## src/hdl/rc4_pkg.sv

```systemverilog
// Shared constants and types for the RC4 stream cipher core.
package rc4_pkg;

	localparam int SBOX_SIZE      = 256;
	localparam int SBOX_AW        = $clog2(SBOX_SIZE);
	localparam int MAX_KEY_BYTES  = 16;
	localparam int KIDX_W         = (MAX_KEY_BYTES > 1) ? $clog2(MAX_KEY_BYTES) : 1;
	localparam int KEY_LEN_W      = 5;
	localparam int KEY_WORD_W     = 64;
	localparam int APB_DATA_W     = 64;
	localparam int APB_ADDR_W     = 5;

	localparam logic [KEY_LEN_W-1:0] KEY_LENGTH_RESET = KEY_LEN_W'(16);

	// Register indexes, taken from paddr[4:3]
	localparam logic [1:0] REG_KEY_LENGTH     = 2'd0;
	localparam logic [1:0] REG_KEY_BYTES_LOW  = 2'd1;
	localparam logic [1:0] REG_KEY_BYTES_HIGH = 2'd2;

	typedef struct packed {
		logic [KEY_LEN_W-1:0]  key_length;
		logic [KEY_WORD_W-1:0] key_bytes_low;
		logic [KEY_WORD_W-1:0] key_bytes_high;
	} cfg_t;

endpackage

```

## src/hdl/rc4_if.sv

```systemverilog
// Valid/ready channel interfaces for cipher input and result bytes.
interface rc4_in_if;
	logic       valid;
	logic       ready;
	logic [7:0] data_byte;
	logic       start_message;

	modport source (output valid, output data_byte, output start_message, input ready);
	modport sink (input valid, input data_byte, input start_message, output ready);
endinterface

interface rc4_out_if;
	logic       valid;
	logic       ready;
	logic [7:0] out_byte;

	modport source (output valid, output out_byte, input ready);
	modport sink (input valid, input out_byte, output ready);
endinterface

```

## src/hdl/rc4_cfg.sv

```systemverilog
// APB configuration registers holding the key and key length.
module rc4_cfg
	import rc4_pkg::*;
(
	input  logic                  clk,
	input  logic                  arst_n,
	input  logic                  psel,
	input  logic                  penable,
	input  logic                  pwrite,
	input  logic [APB_ADDR_W-1:0] paddr,
	input  logic [APB_DATA_W-1:0] pwdata,
	output logic [APB_DATA_W-1:0] prdata,
	output logic                  pready,
	output cfg_t                  cfg
);

	logic [KEY_LEN_W-1:0]  key_length_q;
	logic [KEY_WORD_W-1:0] key_bytes_low_q;
	logic [KEY_WORD_W-1:0] key_bytes_high_q;
	logic [1:0]            reg_sel;
	logic                  wr_en;

	assign reg_sel = paddr[4:3];
	assign wr_en   = psel & penable & pwrite;
	assign pready  = 1'b1;

	always_ff @(posedge clk or negedge arst_n) begin
		if (!arst_n) begin
			key_length_q     <= KEY_LENGTH_RESET;
			key_bytes_low_q  <= '0;
			key_bytes_high_q <= '0;
		end else if (wr_en) begin
			case (reg_sel)
				REG_KEY_LENGTH:     key_length_q     <= pwdata[KEY_LEN_W-1:0];
				REG_KEY_BYTES_LOW:  key_bytes_low_q  <= pwdata;
				REG_KEY_BYTES_HIGH: key_bytes_high_q <= pwdata;
				default: ;
			endcase
		end
	end

	always_comb begin
		case (reg_sel)
			REG_KEY_LENGTH:     prdata = {{(APB_DATA_W-KEY_LEN_W){1'b0}}, key_length_q};
			REG_KEY_BYTES_LOW:  prdata = key_bytes_low_q;
			REG_KEY_BYTES_HIGH: prdata = key_bytes_high_q;
			default:            prdata = '0;
		endcase
	end

	assign cfg.key_length     = key_length_q;
	assign cfg.key_bytes_low  = key_bytes_low_q;
	assign cfg.key_bytes_high = key_bytes_high_q;

endmodule

```

## src/hdl/rc4_engine.sv

```systemverilog
// Sequencer, state table memory and shared byte adder for key schedule and keystream.
module rc4_engine
	import rc4_pkg::*;
(
	input  logic             clk,
	input  logic             arst_n,
	input  cfg_t             cfg,
	rc4_in_if.sink           data_ch,
	rc4_out_if.source        result_ch
);

	localparam logic [3:0] ST_IDLE = 4'd0;
	localparam logic [3:0] ST_FILL = 4'd1;
	localparam logic [3:0] ST_SA   = 4'd2;
	localparam logic [3:0] ST_SB   = 4'd3;
	localparam logic [3:0] ST_SC   = 4'd4;
	localparam logic [3:0] ST_SD   = 4'd5;
	localparam logic [3:0] ST_KA   = 4'd6;
	localparam logic [3:0] ST_KB   = 4'd7;
	localparam logic [3:0] ST_KC   = 4'd8;
	localparam logic [3:0] ST_KD   = 4'd9;

	localparam logic [SBOX_AW-1:0] LAST_IDX = SBOX_AW'(SBOX_SIZE - 1);

	logic [7:0]         sbox_mem [SBOX_SIZE];
	logic [7:0]         rd_q;
	logic               rd_en;
	logic [SBOX_AW-1:0] rd_addr;
	logic               wr_en;
	logic [SBOX_AW-1:0] wr_addr;
	logic [7:0]         wr_data;

	logic [3:0]         state_q;
	logic [SBOX_AW-1:0] n_q;
	logic [KIDX_W-1:0]  kidx_q;
	logic [7:0]         jk_q;
	logic [7:0]         sn_q;
	logic               fwd_q;
	logic [7:0]         idx_i_q;
	logic [7:0]         idx_j_q;
	logic [7:0]         si_q;
	logic [7:0]         sj_q;
	logic [7:0]         t_q;
	logic [7:0]         data_q;
	logic               sched_q;
	logic               out_valid_q;
	logic [7:0]         out_byte_q;

	logic [KEY_LEN_W-1:0]      len_eff;
	logic [2*KEY_WORD_W-1:0]   key_word;
	logic [7:0]                key_byte;
	logic [7:0]                sn_cur;
	logic [7:0]                add_a;
	logic [7:0]                add_b;
	logic [7:0]                add_c;
	logic [7:0]                add_sum;
	logic [7:0]                i_next;
	logic [7:0]                st;
	logic                      out_free;
	logic                      in_xfer;
	logic                      kidx_wrap;

	// Clamp key length into 1..MAX_KEY_BYTES
	always_comb begin
		if (cfg.key_length == '0)
			len_eff = KEY_LEN_W'(1);
		else if (cfg.key_length > KEY_LEN_W'(MAX_KEY_BYTES))
			len_eff = KEY_LEN_W'(MAX_KEY_BYTES);
		else
			len_eff = cfg.key_length;
	end

	assign key_word  = {cfg.key_bytes_high, cfg.key_bytes_low};
	assign key_byte  = key_word[{kidx_q, 3'b000} +: 8];
	assign kidx_wrap = (KEY_LEN_W'(kidx_q) + KEY_LEN_W'(1)) == len_eff;
	assign sn_cur    = fwd_q ? sn_q : rd_q;
	assign i_next    = idx_i_q + 8'd1;

	// Shared byte adder: schedule j, keystream j and keystream t
	always_comb begin
		case (state_q)
			ST_SB: begin
				add_a = jk_q;
				add_b = sn_cur;
				add_c = key_byte;
			end
			ST_KB: begin
				add_a = idx_j_q;
				add_b = rd_q;
				add_c = 8'd0;
			end
			default: begin
				add_a = si_q;
				add_b = rd_q;
				add_c = 8'd0;
			end
		endcase
		add_sum = add_a + add_b + add_c;
	end

	// Swap writes are not seen by the t read: correct the stale value
	always_comb begin
		if (t_q == idx_j_q)
			st = si_q;
		else if (t_q == idx_i_q)
			st = sj_q;
		else
			st = rd_q;
	end

	assign out_free = !out_valid_q || result_ch.ready;
	assign data_ch.ready = (state_q == ST_IDLE);
	assign in_xfer = data_ch.valid && (state_q == ST_IDLE);

	always_comb begin
		rd_en   = 1'b0;
		rd_addr = i_next;
		wr_en   = 1'b0;
		wr_addr = n_q;
		wr_data = n_q;
		case (state_q)
			ST_IDLE: begin
				rd_en   = 1'b1;
				rd_addr = i_next;
			end
			ST_FILL: begin
				wr_en   = 1'b1;
				wr_addr = n_q;
				wr_data = n_q;
			end
			ST_SA: begin
				rd_en   = 1'b1;
				rd_addr = n_q;
			end
			ST_SB: begin
				rd_en   = 1'b1;
				rd_addr = add_sum;
			end
			ST_SC: begin
				wr_en   = 1'b1;
				wr_addr = n_q;
				wr_data = rd_q;
			end
			ST_SD: begin
				wr_en   = 1'b1;
				wr_addr = jk_q;
				wr_data = sn_q;
				rd_en   = 1'b1;
				rd_addr = n_q + SBOX_AW'(1);
			end
			ST_KA: begin
				rd_en   = 1'b1;
				rd_addr = i_next;
			end
			ST_KB: begin
				rd_en   = 1'b1;
				rd_addr = add_sum;
			end
			ST_KC: begin
				wr_en   = 1'b1;
				wr_addr = idx_i_q;
				wr_data = rd_q;
				rd_en   = 1'b1;
				rd_addr = add_sum;
			end
			ST_KD: begin
				wr_en   = 1'b1;
				wr_addr = idx_j_q;
				wr_data = si_q;
			end
			default: ;
		endcase
	end

	always_ff @(posedge clk) begin
		if (wr_en)
			sbox_mem[wr_addr] <= wr_data;
		if (rd_en)
			rd_q <= sbox_mem[rd_addr];
	end

	always_ff @(posedge clk or negedge arst_n) begin
		if (!arst_n) begin
			state_q     <= ST_IDLE;
			n_q         <= '0;
			kidx_q      <= '0;
			jk_q        <= '0;
			fwd_q       <= 1'b0;
			idx_i_q     <= '0;
			idx_j_q     <= '0;
			sched_q     <= 1'b0;
			out_valid_q <= 1'b0;
		end else begin
			if (state_q == ST_KD && out_free)
				out_valid_q <= 1'b1;
			else if (out_valid_q && result_ch.ready)
				out_valid_q <= 1'b0;
			case (state_q)
				ST_IDLE: begin
					if (in_xfer) begin
						if (data_ch.start_message || !sched_q) begin
							n_q     <= '0;
							state_q <= ST_FILL;
						end else begin
							state_q <= ST_KB;
						end
					end
				end
				ST_FILL: begin
					n_q <= n_q + SBOX_AW'(1);
					if (n_q == LAST_IDX) begin
						jk_q    <= '0;
						kidx_q  <= '0;
						fwd_q   <= 1'b0;
						state_q <= ST_SA;
					end
				end
				ST_SA: state_q <= ST_SB;
				ST_SB: begin
					jk_q    <= add_sum;
					kidx_q  <= kidx_wrap ? '0 : kidx_q + KIDX_W'(1);
					state_q <= ST_SC;
				end
				ST_SC: state_q <= ST_SD;
				ST_SD: begin
					if (n_q == LAST_IDX) begin
						idx_i_q <= '0;
						idx_j_q <= '0;
						sched_q <= 1'b1;
						state_q <= ST_KA;
					end else begin
						n_q     <= n_q + SBOX_AW'(1);
						fwd_q   <= (n_q + SBOX_AW'(1)) == jk_q;
						state_q <= ST_SB;
					end
				end
				ST_KA: state_q <= ST_KB;
				ST_KB: begin
					idx_i_q <= i_next;
					idx_j_q <= add_sum;
					state_q <= ST_KC;
				end
				ST_KC: state_q <= ST_KD;
				ST_KD: begin
					// hold until the output register is free
					if (out_free)
						state_q <= ST_IDLE;
				end
				default: state_q <= ST_IDLE;
			endcase
		end
	end

	always_ff @(posedge clk) begin
		if (in_xfer)
			data_q <= data_ch.data_byte;
		if (state_q == ST_SB)
			sn_q <= sn_cur;
		if (state_q == ST_KB)
			si_q <= rd_q;
		if (state_q == ST_KC) begin
			sj_q <= rd_q;
			t_q  <= add_sum;
		end
		if (state_q == ST_KD && out_free)
			out_byte_q <= data_q ^ st;
	end

	assign result_ch.valid    = out_valid_q;
	assign result_ch.out_byte = out_byte_q;

endmodule

```

## src/hdl/rc4_stream_cipher_core.sv

```systemverilog
// RC4 stream cipher core: one output byte per input byte.
// Input channel data_ch carries data_byte and start_message; a transfer
// happens when valid and ready are both high. Output channel result_ch
// carries out_byte = data_byte XOR keystream byte, one per input.
// Key and key length sit in APB registers at byte addresses 0, 8 and 16;
// write them only while the core is idle.
// ready is high only while the sequencer is idle. An ordinary byte's result
// is registered as the sequencer leaves state KD, after states KB and KC, and
// the next transfer can follow once it is back in idle, so no new byte is taken
// before the last is done. Table reads and swap writes go through one table and one shared adder.
// A byte marked start_message, or the first byte after reset, first runs
// the key schedule: a fill pass over all 256 entries, then one key-driven
// swap per entry through states SB, SC and SD, before its result.
// Reset clears the indices and forces a key schedule on the next byte; the
// key registers return to length 16 and all-zero key bytes.
// While the receiver stalls, the finished byte holds in the output register
// and the core still takes one more input, then waits for the register to drain.
module rc4_stream_cipher_core
	import rc4_pkg::*;
(
	input  logic                  clk,
	input  logic                  arst_n,
	rc4_in_if.sink                data_ch,
	rc4_out_if.source             result_ch,
	input  logic                  psel,
	input  logic                  penable,
	input  logic                  pwrite,
	input  logic [APB_ADDR_W-1:0] paddr,
	input  logic [APB_DATA_W-1:0] pwdata,
	output logic [APB_DATA_W-1:0] prdata,
	output logic                  pready
);

	cfg_t cfg;

	rc4_cfg u_cfg (
		.clk     (clk),
		.arst_n  (arst_n),
		.psel    (psel),
		.penable (penable),
		.pwrite  (pwrite),
		.paddr   (paddr),
		.pwdata  (pwdata),
		.prdata  (prdata),
		.pready  (pready),
		.cfg     (cfg)
	);

	rc4_engine u_engine (
		.clk       (clk),
		.arst_n    (arst_n),
		.cfg       (cfg),
		.data_ch   (data_ch),
		.result_ch (result_ch)
	);

endmodule
```

## src/flat_wrapper.sv

```systemverilog
// flat-port wrapper written by rule: the top's interface ports become plain ports
module rc4_stream_cipher_core_flat import rc4_pkg::*;
  (clk, arst_n, psel, penable, pwrite, paddr, pwdata, prdata, pready, data_ch_valid, data_ch_data_byte, data_ch_start_message, data_ch_ready, result_ch_valid, result_ch_out_byte, result_ch_ready);
  rc4_in_if data_ch_i ();
  rc4_out_if result_ch_i ();
  input  logic clk;
  input  logic arst_n;
  input  logic psel;
  input  logic penable;
  input  logic pwrite;
  input  logic [APB_ADDR_W-1:0] paddr;
  input  logic [APB_DATA_W-1:0] pwdata;
  output logic [APB_DATA_W-1:0] prdata;
  output logic pready;
  input wire logic [$bits(data_ch_i.valid)-1:0] data_ch_valid;
  input wire logic [$bits(data_ch_i.data_byte)-1:0] data_ch_data_byte;
  input wire logic [$bits(data_ch_i.start_message)-1:0] data_ch_start_message;
  output wire logic [$bits(data_ch_i.ready)-1:0] data_ch_ready;
  output wire logic [$bits(result_ch_i.valid)-1:0] result_ch_valid;
  output wire logic [$bits(result_ch_i.out_byte)-1:0] result_ch_out_byte;
  input wire logic [$bits(result_ch_i.ready)-1:0] result_ch_ready;
  assign data_ch_i.valid = data_ch_valid;
  assign data_ch_i.data_byte = data_ch_data_byte;
  assign data_ch_i.start_message = data_ch_start_message;
  assign data_ch_ready = data_ch_i.ready;
  assign result_ch_valid = result_ch_i.valid;
  assign result_ch_out_byte = result_ch_i.out_byte;
  assign result_ch_i.ready = result_ch_ready;
  rc4_stream_cipher_core u_core (.clk(clk), .arst_n(arst_n), .data_ch(data_ch_i), .result_ch(result_ch_i), .psel(psel), .penable(penable), .pwrite(pwrite), .paddr(paddr), .pwdata(pwdata), .prdata(prdata), .pready(pready));
endmodule
```

## config.mk

```make
export PLATFORM = sky130hd
export DESIGN_NAME = rc4_stream_cipher_core_flat
export DESIGN_NICKNAME = d
export VERILOG_FILES = /design/src/hdl/rc4_pkg.sv /design/src/hdl/rc4_if.sv /design/src/hdl/rc4_cfg.sv /design/src/hdl/rc4_engine.sv /design/src/hdl/rc4_stream_cipher_core.sv /design/src/flat_wrapper.sv
export SDC_FILE = /design/constraint.sdc
export NUM_CORES = 2
export LEC_CHECK = 0
export ABC_AREA = 0
export BUFFER_PORTS_ARGS = -buffer_cell sky130_fd_sc_hd__buf_2
export CAP_MARGIN = 20
export CORE_UTILIZATION = 44
export CTS_CLUSTER_DIAMETER = 150
export CTS_CLUSTER_SIZE = 20
export DETAILED_ROUTE_END_ITERATION = 16
export SYNTH_ARGS = -nofsm -noshare
export SYNTH_HDL_FRONTEND = slang
export SYNTH_HIERARCHICAL = 1
export SYNTH_SLANG_ARGS = --single-unit
export TNS_END_PERCENT = 50
```

## constraint.sdc

```tcl
create_clock -name clk -period 39.1 [get_ports clk]
set_input_delay 0 -clock clk [delete_from_list [all_inputs] [get_ports clk]]
set_output_delay 0 -clock clk [all_outputs]
set_load 0.01 [all_outputs]
```

# --- Word level (Yosys, flattened, before mapping) ---
# Memories as Yosys holds them, arrays and structs flattened. A register that Yosys moved wholly into a read port is not among the register bits.
# Index checks and enable logic that the tools add are counted.
totals:
  regBits: 224
  latchBits: 0
  ramBits: 2048
  romBits: 0
  inputBits: 85
  out_inout_bits: 75
  wordCells: 118
  mem_count: 1
op_classes:
  n_addsub: 6
  multipliers: 0
  div_mod_pow: 0
  magnitude_cmp: 1
  eq_ne: 22
  n_shift: 1
  mux: 38
  bitwise: 3
  reduce_logical: 28
mem_list:
  columns: ["memory", "depth", "width", "rd", "rd_ports_with_merged_regs", "write_ports", "line", "text"]
  rows:
  - ["u_core.u_engine.sbox_mem", 256, 8, 1, 1, 1, "rc4_engine.sv:25", "logic [7:0] sbox_mem [SBOX_SIZE];"]
op_table:
  columns: ["operator", "count"]
  rows:
  - ["$pmux 64 s3", 1]
  - ["$shiftx 128x8->8", 1]
  - ["$pmux 8 s3", 4]
  - ["$mux 8", 9]
  - ["$pmux 8 s2", 4]
  - ["$pmux 4 s10", 1]
  - ["$eq 8x8->1", 3]
  - ["$mux 4", 5]
  - ["$add 8x1->8 const B", 2]
  - ["$add 8x8->8", 2]
  - ["$eq 4x3->1 const B", 4]
  - ["$reduce_and 2->1", 6]
  - ["$mux 5", 2]
  - ["$eq 4x2->1 const B", 2]
  - ["$eq 4x4->1 const B", 2]
  - ["$eq 8x8->1 const B", 1]
  - ["$mux 1", 8]
  - ["$ne 2x2->1 const B", 4]
  - ["$pmux 4 s2", 1]
  - ["$reduce_bool 2->1", 4]
  - ["$xor 8x8->8", 1]
  - ["$reduce_or 7->1", 1]
  - ["$mux 3", 2]
  - ["$reduce_and 3->1", 2]
  - ["other kinds (21)", 27]

# --- Longest topological paths before layout ---
logic_depth:
  ltp_word: 6
  ltp_mapped: 26
  ltp_nobuf: 19

# --- Hierarchy ---
# Netlist, hierarchy kept.
modules_own_cells:
  columns: ["module", "instances", "cells_per_inst", "area_each_um2", "seq_area_each_um2"]
  rows:
  - ["rc4_engine", 1, 4965, 87873.0, 64256.6]
  - ["rc4_cfg", 1, 378, 5953.2, 3329.4]

# --- Least setup slack after synthesis ---
# OpenSTA, ideal clock, no wires.
synth_timing:
  kind: "register to register"
  from: "register u_core.u_engine.state_q[0]"
  to: "memory u_core.u_engine.sbox_mem[0][0] (data pin)"
  setup_time_ns: 2.187
  t_arrival_ns: 11.205
  required_ns: 36.913
  setup_slack_ns: 25.708
  stages_incl_launch_ff: 8
  n_path_buf: 3
  period_less_slack_ns: 13.392
  cell_sequence: "dfrtp_1 -> buf_2 -> clkbuf_1 -> buf_1 -> mux2i_1 -> nor2_1 -> a21oi_1 -> o21ai_0"
synth_via:
  elab_chain_cells: 3
  word_cells_on_any_way: 6
  classes_between: "eq/ne: 4; mux: 1; reduce/logical: 1"
synth_rtl:
  columns: ["item", "line", "text"]
  rows:
  - ["start, declared", "rc4_engine.sv:33", "logic [3:0] state_q;"]
  - ["start signal, assigned", "rc4_engine.sv:184", "state_q <= ST_IDLE;"]
  - ["start signal, assigned", "rc4_engine.sv:203", "state_q <= ST_FILL;"]
  - ["start signal, assigned", "rc4_engine.sv:205", "state_q <= ST_KB;"]
  - ["$eq 4x4->1 / $eq 4x3->1 (equally long branches)", "rc4_engine.sv:121", "case (state_q)"]
  - ["$reduce_or 2->1 (no line)", null, null]
  - ["$pmux 8 s3 (*)", "rc4_engine.sv:121", null]
  - ["named net u_core.u_engine.wr_data[0]", "rc4_engine.sv:31", "logic [7:0] wr_data;"]
  - ["end, declared", "rc4_engine.sv:25", null]
# Mark *: on every way through the listed nets, which the timed path passes. The rest lies on a longest branch.

# --- Worst setup path in the final report ---
layout_timing:
  from: "register u_core.u_engine.kidx_q[0]"
  to: "register u_core.u_engine.rd_q[2], read port of u_core.u_engine.sbox_mem (data pin)"
layout_via:
  elab_chain_cells: 4
layout_rtl:
  columns: ["item", "line", "text"]
  rows:
  - ["start, declared", "rc4_engine.sv:35", "logic [KIDX_W-1:0] kidx_q;"]
  - ["start signal, assigned", "rc4_engine.sv:221", "kidx_q <= kidx_wrap ? '0 : kidx_q + KIDX_W'(1);"]
  - ["$shiftx 128x8->8", "rc4_engine.sv:74", "assign key_byte = key_word[{kidx_q, 3'b000} +: 8];"]
  - ["$mux 8", "rc4_engine.sv:81", "case (state_q)"]
  - ["$add 8x8->8", "rc4_engine.sv:98", "add_sum = add_a + add_b + add_c;"]
  - ["$pmux 8 s3", "rc4_engine.sv:121", null]
  - ["end, declared", "rc4_engine.sv:26", "logic [7:0] rd_q;"]
# Every way passes these cells.
# A chain may end at the register's enable or synchronous reset.

==> impl_metrics.yaml <==
cts:
  cts_tree: "done"
  cts_root_buf: "clkbuf_16"
  ctsResizeCount: 0
  cts.path.max_buffers: 3
  clk_pin_slew_ns: 0.09
  clk_latency_ns: 0.83
  ctsHtreeMaxLevel: 4
  hold_buffers: 163
  numCtsBuffers: 132
  clock_sinks: 2280
  cts_setup_buffers: 0
synthesis:
  syn_area_um2: 93800
  synth_area_leaders: "edfxtp_1 (67%), mux4_2 (10%), dfrtp_1 (4.7%)"
  ys_seq_area_share_pct: 72.0
  yosysMostFrequentCell: "edfxtp_1"
  yosysTopAreaCell: "edfxtp_1"
  yosysWarnings: 6
  synth-main-ff-cell: "edfxtp_1"
  netlist_instances: 5343
  syn_area_per_cell_um2: 17.6
  ys_types: 105
  ys_ff_latch: 2280
  netlist_top_cells_count: "edfxtp_1 (2104), nand2_1 (576), mux4_2 (419), nor2_1 (342), nand3_1 (199)"
  synth-edff-count: 2104
  synth-async-reset-ratio_pct: 7.72
  synthDominantCellAreaShare_pct: 67.3
  synth_nets: 5445
floorplan:
  ios: 160
  fp.dieW_um: 464
  core_area_um2: 212000
  num_rows: 169
  chipHeight_um: 464
  initial_core_util_pct: 44.2
  die-area_um2: 215000
flow_run:
  maxCapViolCount: 0
sta:
  fmax_ghz: 0.108
  worst_slew_pin_slew_ns: 1.26
  maxSlewHeadroom_pct: 15.3
  fin_tns_setup_ns: 0
  rsz0062_at_grt: "no"
  setup_viol: 0
  worst_hold_slack_ns: 0.0350
  hold_viol_final: 0
  period_minus_slack_ns: 9.29
  slew_violations: 0
  finalClockSkew_ns: 0.0381
  period_share_pct: 23.7
placed_design:
  place_congestion: 0.881
  portBuffers: 155
  place_hpwl_mm: 157
  dp.cells: 8088
  place_area_um2: 97200
critical_path:
  arrival_ns: 9.69
  r2r-end: "u_core/u_engine/rd_q[2]"
  path_cells: "buf_4 -> mux4_2 -> mux4_2 -> and2_1 -> fa_1 -> ha_1 -> inv_1 -> fa_1 -> o221a_2 -> nor2_4 -> buf_4 -> buf_4 -> buf_4 -> mux4_2 -> mux2i_1 -> o21ai_1 -> a221oi_1 -> o221ai_1"
  critPathMaxFanout: 44
  r2r_slack_ns: 29.81
  cp-end-kind: "register"
  r2r_start: "u_core/u_engine/kidx_q[0]"
  worst_path_max_delay_cell: "buf_4"
  rr_worst_depth: 18
  cpMostUsedCell: "buf_4"
  crit_type: "register to register"
  crit_required_ns: 39.50
  cp-start-kind: "register"
  max_stage_delay_ns: 0.65
routing:
  drc: 0
  via_count: 52100
  antenna_left: 0
  drt-pass1-iter-count: 6
  drt-initial-drc-count: 6920
  routedWlPerCell_um: 30.9
  totalWireLength_mm: 261
  via_per_inst: 6.18
final_layout:
  largest_reg_flops: 2048
  utilization_pct: 48.4
  stdcell_area_um2: 103000
  fill_cells: 17600
  final_cells: 8432
  drive_above_1_share_pct: 18.9
  syn_to_final_growth_pct: 9.38
  register_area_um2: 67600
  final_nets: 5671
  multi_input_area_um2: 24200
  largest_register: "u_core/u_engine/sbox_mem"
  reg_top3: "u_core/u_engine/sbox_mem x2048, u_core/u_cfg/key_bytes_high_q x64, u_core/u_cfg/key_bytes_low_q x64"
global_routing:
  grt_pass1_wl_mm: 373
  antenna_found_initial: 9
  grt_overflow_total: 0
  grt.total_usage_pct: 24.0
  grt_max_degree: 257
  grt_pass1_vias: 51000
hold_path:
  holdPathStages: 3
  hp-start: "pwdata[2]"
  hp-class: "input port to register"
  min_to: "u_core/u_cfg/key_bytes_high_q[2]"
run_status:
  status: "finished, final reports clean"
power:
  power_density_nw_per_um2: 89.9
  ir_drop_mv: 0.140
  leakage_nw: 33.6
## placed cells by master (no fill, tap or decap), drive strengths merged, types with 9 or more instances in the layout
master and instances:
edfxtp 2104, nand2 577, mux4 441, nor2 348
buf 275, nand3 199, dfrtp 175, dlygate4sd3 162
clkbuf 156, mux2 154, mux2i 104, o21ai 92
a21oi 82, a22o 68, a22oi 67, nand4 42
and3 41, a31oi 38, xnor2 33, inv 32
o22ai 31, and2 25, a221oi 24, nor3 24
a32oi 22, a311oi 21, a211oi 21, xor2 19
o211ai 18, nand2b 13, nor4 11, o31ai 11
nor2b 10, clkinv 10, or3 9, ha 9
o221ai 9
## metrics by stage
stage,setup WS [ns],total power [mW]
floorplan,25.71,6.30
global placement,29.82,7.75
detailed placement,29.82,7.79
CTS,29.79,9.22
global route,29.62,9.52
finish,29.81,9.22
## how the worst max path moves through the flow
| stage | start | end | slack, ns | cells past startpoint |
|---|---|---|---|---|
| after floorplan | u_core/u_engine/state_q[0] | u_core/u_engine/sbox_mem[0][0] | 25.71 | 7 |
| after global placement | u_core/u_engine/kidx_q[0] | u_core/u_engine/rd_q[2] | 29.82 | 18 |
| after detailed placement | u_core/u_engine/kidx_q[0] | u_core/u_engine/rd_q[2] | 29.82 | 18 |
| after CTS | u_core/u_engine/kidx_q[0] | u_core/u_engine/rd_q[2] | 29.79 | 18 |
| after global routing | u_core/u_engine/state_q[2] | u_core/u_engine/rd_q[5] | 29.62 | 21 |
| final | u_core/u_engine/kidx_q[0] | u_core/u_engine/rd_q[2] | 29.81 | 18 |
## critical path: cells and delay by family (launching register included)
family	cells	cell delay, ns
compound gates	4	1.62
flops	1	0.34
fa+ha+maj	3	1.40
simple gates	2	0.82
mux	4	2.02
buf+inv	5	2.51
## logic make-up (layout without fill, tap and decap cells)
kind of cell,count (synthesis),in the layout,synth area share [%]
AOI/OAI and AO/OA,587,587,4.58
xor gates and xnor gates,53,53,0.509
adders and majority gates,17,17,0.291
buffers and inverters,373,635,2.47
DFF,2280,2280,72.0
muxes,699,699,13.9
other,1,7,0.00400
and+or+nand+nor,1333,1333,6.24
## report_power, final
part	switching [mW]	internal, mW	leakage [nW]
Combinational	3.08	1.55	10.3
Sequential	0.0708	3.09	21.5
Clock	0.792	0.638	1.80
## metal layers
metal / routed length, um / vias up / track usage (%) / share of wire, %
met4: 8340 / 2 / 7.47 / 3.2
met3: 22000 / 417 / 4.16 / 8.4
met2: 124000 / 2448 / 38.0 / 47
met1: 107000 / 27600 / 33.9 / 41
li1: - / 21600 / - / -
met5: 13 / - / 0 / 0.0050
## layout make-up
type	instances	share of cell area [%]
Inverter	28	0.115
Tap cell	2821	3.44
Sequential cell	2280	65.9
Timing Repair Buffer	437	3.43
Clock buffer	156	3.38
Multi-Input combinational cell	2690	23.5
Antenna cell	6	0.0146
Clock inverter	14	0.239
Power figures use the tool's default switching activity.
